**src/design/prct_pkg.sv**
```systemverilog
// ----------------------------------------------------------------------------
// prct_pkg
// Shared constants, codes and controller/datapath interface types for the
// page range coalescing table.
// ----------------------------------------------------------------------------
`default_nettype none

package prct_pkg;

    // Table geometry
    localparam int ENTRIES  = 16;
    localparam int IDX_W    = (ENTRIES > 1) ? $clog2(ENTRIES) : 1;
    localparam int CNT_W    = $clog2(ENTRIES + 1);

    // Field widths
    localparam int ADDR_W   = 48;
    localparam int LEN_W    = 49;
    localparam int CALC_W   = LEN_W + 1;
    localparam int SHIFT_W  = 5;
    localparam int INDEX_W  = 8;
    localparam int COUNT_W  = 9;

    localparam logic [SHIFT_W-1:0] SHIFT_RESET = 5'd12;

    // Stream widths
    localparam int S_TDATA_W = 48;
    localparam int S_TUSER_W = 1;
    localparam int M_TDATA_W = 120;
    localparam int M_TUSER_W = 2;

    // Result tdata layout (lowest bit first)
    localparam int OUT_IDX_LSB  = 0;
    localparam int OUT_BASE_LSB = OUT_IDX_LSB + INDEX_W;
    localparam int OUT_LEN_LSB  = OUT_BASE_LSB + ADDR_W;
    localparam int OUT_CNT_LSB  = OUT_LEN_LSB + LEN_W;

    // Result tuser layout
    localparam int OUT_FOUND_BIT = 0;
    localparam int OUT_FULL_BIT  = 1;

    // Request kinds
    localparam logic ACT_ADD    = 1'b0;
    localparam logic ACT_LOOKUP = 1'b1;

    // Controller to datapath
    typedef struct packed {
        logic capture;   // latch the accepted request
        logic compare;   // latch the priority pick over all entries
        logic update;    // write the table and load the result register
    } prct_cmd_t;

    // Datapath to controller
    typedef struct packed {
        logic out_free;  // result register empty or drained this cycle
    } prct_sts_t;

endpackage

`default_nettype wire

```
**src/design/prct_ctrl.sv**
```systemverilog
// ----------------------------------------------------------------------------
// prct_ctrl
// Sequencer: accept, compare all entries, update at most one entry and emit result.
// ----------------------------------------------------------------------------
`default_nettype none

module prct_ctrl (
    input  wire logic               aclk,
    input  wire logic               aresetn,
    input  wire logic               s_tvalid,
    output logic                    s_tready,
    input  wire prct_pkg::prct_sts_t sts,
    output prct_pkg::prct_cmd_t     cmd
);

    typedef enum logic [2:0] {
        ST_IDLE = 3'b001,
        ST_CMP  = 3'b010,
        ST_UPD  = 3'b100
    } state_t;

    state_t state_reg, state_next;

    // A new request may enter while the previous one retires
    always_comb begin
        s_tready    = (state_reg == ST_IDLE) ||
                      ((state_reg == ST_UPD) && sts.out_free);
        cmd.capture = s_tvalid && s_tready;
        cmd.compare = (state_reg == ST_CMP);
        cmd.update  = (state_reg == ST_UPD) && sts.out_free;
    end

    // Next state
    always_comb begin
        state_next = state_reg;
        case (state_reg)
            ST_IDLE: begin
                if (cmd.capture) state_next = ST_CMP;
            end
            ST_CMP: begin
                state_next = ST_UPD;
            end
            ST_UPD: begin
                if (sts.out_free) state_next = cmd.capture ? ST_CMP : ST_IDLE;
            end
            default: begin
                state_next = ST_IDLE;
            end
        endcase
    end

    always_ff @(posedge aclk) begin
        if (!aresetn) state_reg <= ST_IDLE;
        else          state_reg <= state_next;
    end

endmodule

`default_nettype wire

```
**config.mk**
```make
export PLATFORM = sky130hd
export DESIGN_NAME = prct_ctrl
export DESIGN_NICKNAME = d
export VERILOG_FILES = /design/src/design/prct_pkg.sv /design/src/design/prct_ctrl.sv
export SDC_FILE = /design/constraint.sdc
export NUM_CORES = 1
export LEC_CHECK = 0
export BUFFER_PORTS_ARGS = -buffer_cell sky130_fd_sc_hd__buf_2
export CAP_MARGIN = 15
export CORE_AREA = 5 5 42 44
export DETAILED_ROUTE_END_ITERATION = 6
export DIE_AREA = 0 0 47 49
export MAX_ROUTING_LAYER = met4
export PLACE_DENSITY = 0.41
export SYNTH_ARGS = -nofsm -noshare
export SYNTH_HDL_FRONTEND = slang
export SYNTH_SLANG_ARGS = --single-unit
```
**constraint.sdc**
```tcl
create_clock -name aclk -period 1.4 [get_ports aclk]
set_clock_uncertainty 0.15 [all_clocks]
set_input_delay 0.07 -clock aclk [delete_from_list [all_inputs] [get_ports aclk]]
set_output_delay 0.07 -clock aclk [all_outputs]
set_load 0.02 [all_outputs]
```
Yosys cells after proc, flatten, opt, wreduce, memory -nomap -nowiden
Index checks and enable logic that the tools add are counted.
{"block": "totals", "inputBits": 4, "regBits": 3, "wordCells": 14}
{"block": "classes", "mux": 4, "reduce_logical": 4, "n_eq_ne": 5}
{"cell": "$pmux W3 S3", "count": 1}
{"cell": "$mux W3", "count": 2}
{"cell": "$ne A2 B2 Y1 const B", "count": 2}
{"cell": "$eq A3 B1 Y1 const B", "count": 1}
{"cell": "$eq A3 B2 Y1 const B", "count": 1}
{"cell": "$eq A3 B3 Y1 const B", "count": 1}
{"cell": "$logic_and A1 B1 Y1", "count": 2}
{"cell": "$mux W2", "count": 1}
{"cell": "$reduce_and A2 Y1", "count": 1}
{"cell": "$logic_or A1 B1 Y1", "count": 1}

Depth between registers and ports, before layout
{"block": "depth", "word_depth": 7, "mapped_depth": 3}

Worst setup path before layout
No wires, ideal clock.
{"block": "synth_path", "kind": "register to output", "start": "register state_reg[1]", "end": "output port cmd[0] (netlist bit)", "stages_incl_launch_ff": 3, "arrival_ps": 1014, "n_path_buf": 0, "path_slack_ps": 166, "required_time_ps": 1180, "cell_sequence": "dfxtp_1 nand2b_1 nor3b_1"}
{"element": "start, declared", "line_no": "prct_ctrl.sv:22", "source": "state_t state_reg, state_next;"}
{"element": "start signal, assigned", "line_no": "prct_ctrl.sv:54", "source": "else state_reg <= state_next;"}
{"element": "end, declared", "line_no": "prct_ctrl.sv:13", "source": "output prct_pkg::prct_cmd_t cmd"}

==> results.txt <==
- In this run the clock root is driven by a sky130_fd_sc_hd__clkbuf_4.
* Number of I/O port buffers: 7
- Summed over all layers, the global routing overflow is 0.
- Summed over all layers, the routed wires come to approximately 440 um.
* Final setup violation count: 0
- Biggest fanout along the worst timing path: 6
- Die width: 47 um
- DRT iter0 DRCs: 0
- Relative slew slack: roughly nine tenths
- Counting every net in the synthesized netlist gives 23.
* CTS tree: yes
- Mapped Cells: 19
- The floorplan has 14 rows.
- For this block, the via count after detailed routing is about 180.
* Number of buffers added for setup after CTS: 0
- After clock tree synthesis, the clock-pin slew on the worst setup and hold paths is 0.04 ns.
* Post-synth cell types: 14
* Crit share post-route: 94.2%
- Ant. Diodes: 0
- Status: finished, final reports clean
- The tree built by TritonCTS fans out to 3 sinks.
- Synthesis inferred 3 register bits.
- Final period demand of the worst path: approximately 1.3 ns
- Number of antenna violations at the first check in global routing: 0
* Count of H-tree levels built during CTS: 1
* Drt via density: around 3.8
* Number of iterations in the first detailed-routing pass: 1
* Area of the multi-input gates: 108 um2
- In the final layout, the share of cells above drive strength 1 is 41.9%.
- Maximum clock insertion buffer count: 2
* Wire length of the first global-routing pass: 703 um
* Data arrival time of the worst path: 1.10 ns
* Cell Pwr Density: 1130 nW/um2
- TritonCTS buffer count: 3
* CP Launch Type: flip-flop
- Setup WS post-layout: 0.0816 ns
* Commonest non-fill, non-tap cells in the layout: sky130_fd_sc_hd__buf_2, sky130_fd_sc_hd__nand2b_1, sky130_fd_sc_hd__clkbuf_4
* Average size of a mapped cell: about 8.6 um2
- Initial cell density of the core: ~12%
- The critical path is of the reg -> out type.
* Design Power: 0.295 mW
- Part of the Yosys area used for sequential elements: 36.9%
- Number of routed nets with antenna violations: 0
- Area of all sequential standard cells: 61.3 um2
- Max rail drop VDD: 356 uV
- Final Slew Violations: 0
- Number of standard cells in the final layout excluding fillers: 47
- The register with the most flip-flops in the layout has 3 of them.
* Placed insts: 42
* Cell area after synthesis: ~160 um2
- The path class of the tightest hold or removal check is in -> reg.
- Overall global routing resource usage: under 10%
* Post-Route Utilization: 18.6%
- The analysis attributes to cell leakage a power of approximately 0.12 nW.
- In the final routed layout, each cell accounts on average for between 9 and 10 um.
* Vertical extent of the die: roughly 49 um
* Number of global-route vias before repair: between 150 and 200
* Maximum number of pins on one net before global-route repair: 7
- Setup repair after global routing left no endpoint under its margin.
- The total area inside the core boundary comes to ~1400 um2.
* Required time worst endpoint: around 1.2 ns
- For this run, the post-layout net count is 36.
- Max cap viols: 0
- Area growth from synthesis to final layout: 60.0%
- Prior to clock tree synthesis, the placed netlist has a worst setup slack of 0.290 ns.
- 8 I/O pins were placed.
* CP endpoint kind: output port
* DR DRC count: 0
- After routing, the total negative slack on setup checks comes to 0 ns.
- Number of endpoints with negative hold slack in the final report: 0
* Yosys Warn Count: 0
* Filler cell count: 164
- Clock latency reported for the late side of the worst-skew pair: 0.24 ns
- Routability-driven placement finished with a final weighted congestion of 0.669.
- Most common library cell in the layout ignoring fill and taps: sky130_fd_sc_hd__buf_2
* Actual transition at the worst max-transition pin: 0.175 ns
* Overall die area: 2300 um2
- Derived from the worst setup path, the maximum achievable clock frequency is 759 MHz.
-- critical path, stage by stage, from the launching register on --
cell and delay [ns]:
sky130_fd_sc_hd__dfxtp_2 0.34, sky130_fd_sc_hd__nand3b_1 0.20, sky130_fd_sc_hd__a21oi_2 0.15, sky130_fd_sc_hd__buf_2 0.18
-- final cells by class --
| type | count | share of cell area, % |
|---|---|---|
| sequential | 3 | 23.6 |
| clock buffer | 4 | 10.1 |
| timing repair buffer | 8 | 17.3 |
| tap | 16 | 7.69 |
| multi-input combinational | 16 | 41.3 |
-- Yosys cell counts --
| cell type | n | area [um2] |
|---|---|---|
| sky130_fd_sc_hd__nor3_1 | 1 | 5.00 |
| sky130_fd_sc_hd__nand3b_1 | 1 | 7.51 |
| sky130_fd_sc_hd__nor2_1 | 2 | 7.51 |
| sky130_fd_sc_hd__nand2b_1 | 3 | 18.8 |
| sky130_fd_sc_hd__and2b_1 | 1 | 7.51 |
| sky130_fd_sc_hd__a21oi_1 | 1 | 5.00 |
| sky130_fd_sc_hd__or2b_1 | 1 | 7.51 |
| sky130_fd_sc_hd__and2_1 | 1 | 6.26 |
| sky130_fd_sc_hd__and3b_1 | 1 | 8.76 |
| sky130_fd_sc_hd__o21ai_1 | 1 | 5.00 |
| sky130_fd_sc_hd__nor3b_1 | 1 | 7.51 |
| sky130_fd_sc_hd__dfxtp_1 | 3 | 60.1 |
| sky130_fd_sc_hd__a21oi_2 | 1 | 8.76 |
| sky130_fd_sc_hd__o31ai_1 | 1 | 7.51 |
-- kinds of logic (layout without fill, tap and decap cells) --
family | count (synthesis) | count (layout) | share of synthesized area, %
AOI/OAI and AO/OA | 4 | 4 | 16.2
and+or+nand+nor | 12 | 12 | 46.9
DFF | 3 | 3 | 36.9
buffers and inverters | 0 | 12 | 0
-- final timing paths --
| check | start | endpoint | slack [ns] | depth (start not counted) |
|---|---|---|---|---|
| hold / removal | sts | state_reg[2] | 0.08 | 3 |
| setup reg to reg | state_reg[1] | state_reg[0] | 0.35 | 3 |
| setup / recovery | state_reg[0] | cmd[2] | 0.08 | 3 |
| hold reg to reg | state_reg[0] | state_reg[2] | 0.42 | 1 |
-- layer usage --
| metal | vias to the layer above | global-route usage, % | wire (um) |
|---|---|---|---|
| li1 | 89 | - | - |
| met1 | 79 | 3.49 | 161 |
| met2 | 7 | 7.24 | 243 |
| met3 | 2 | 1.11 | 18 |
| met4 | 0 | 6.91 | 16 |
| met5 | - | - | 0 |
-- what timing repair did --
item	in CTS	in global routing
gates resized for setup	0	2
endpoints found under the hold margin	3	0
setup endpoints to repair	0	3
hold buffers	1	0
-- power by group --
| group | switching, mW | internal [mW] |
|---|---|---|
| clock | 0.0463 | 0.107 |
| combinational | 0.0245 | 0.0207 |
| sequential | 0.00516 | 0.0911 |
-- stage by stage --
stage | instance area, um2 | hold slack, ns
after detailed placement | 218 | 0.124
after global routing | 260 | 0.102
after global placement | 218 | 0.129
final | 260 | 0.0775
after floorplan | 163 | -0.00892
after CTS | 254 | 0.0752
Note: power is estimated with default switching activity, not from simulation.
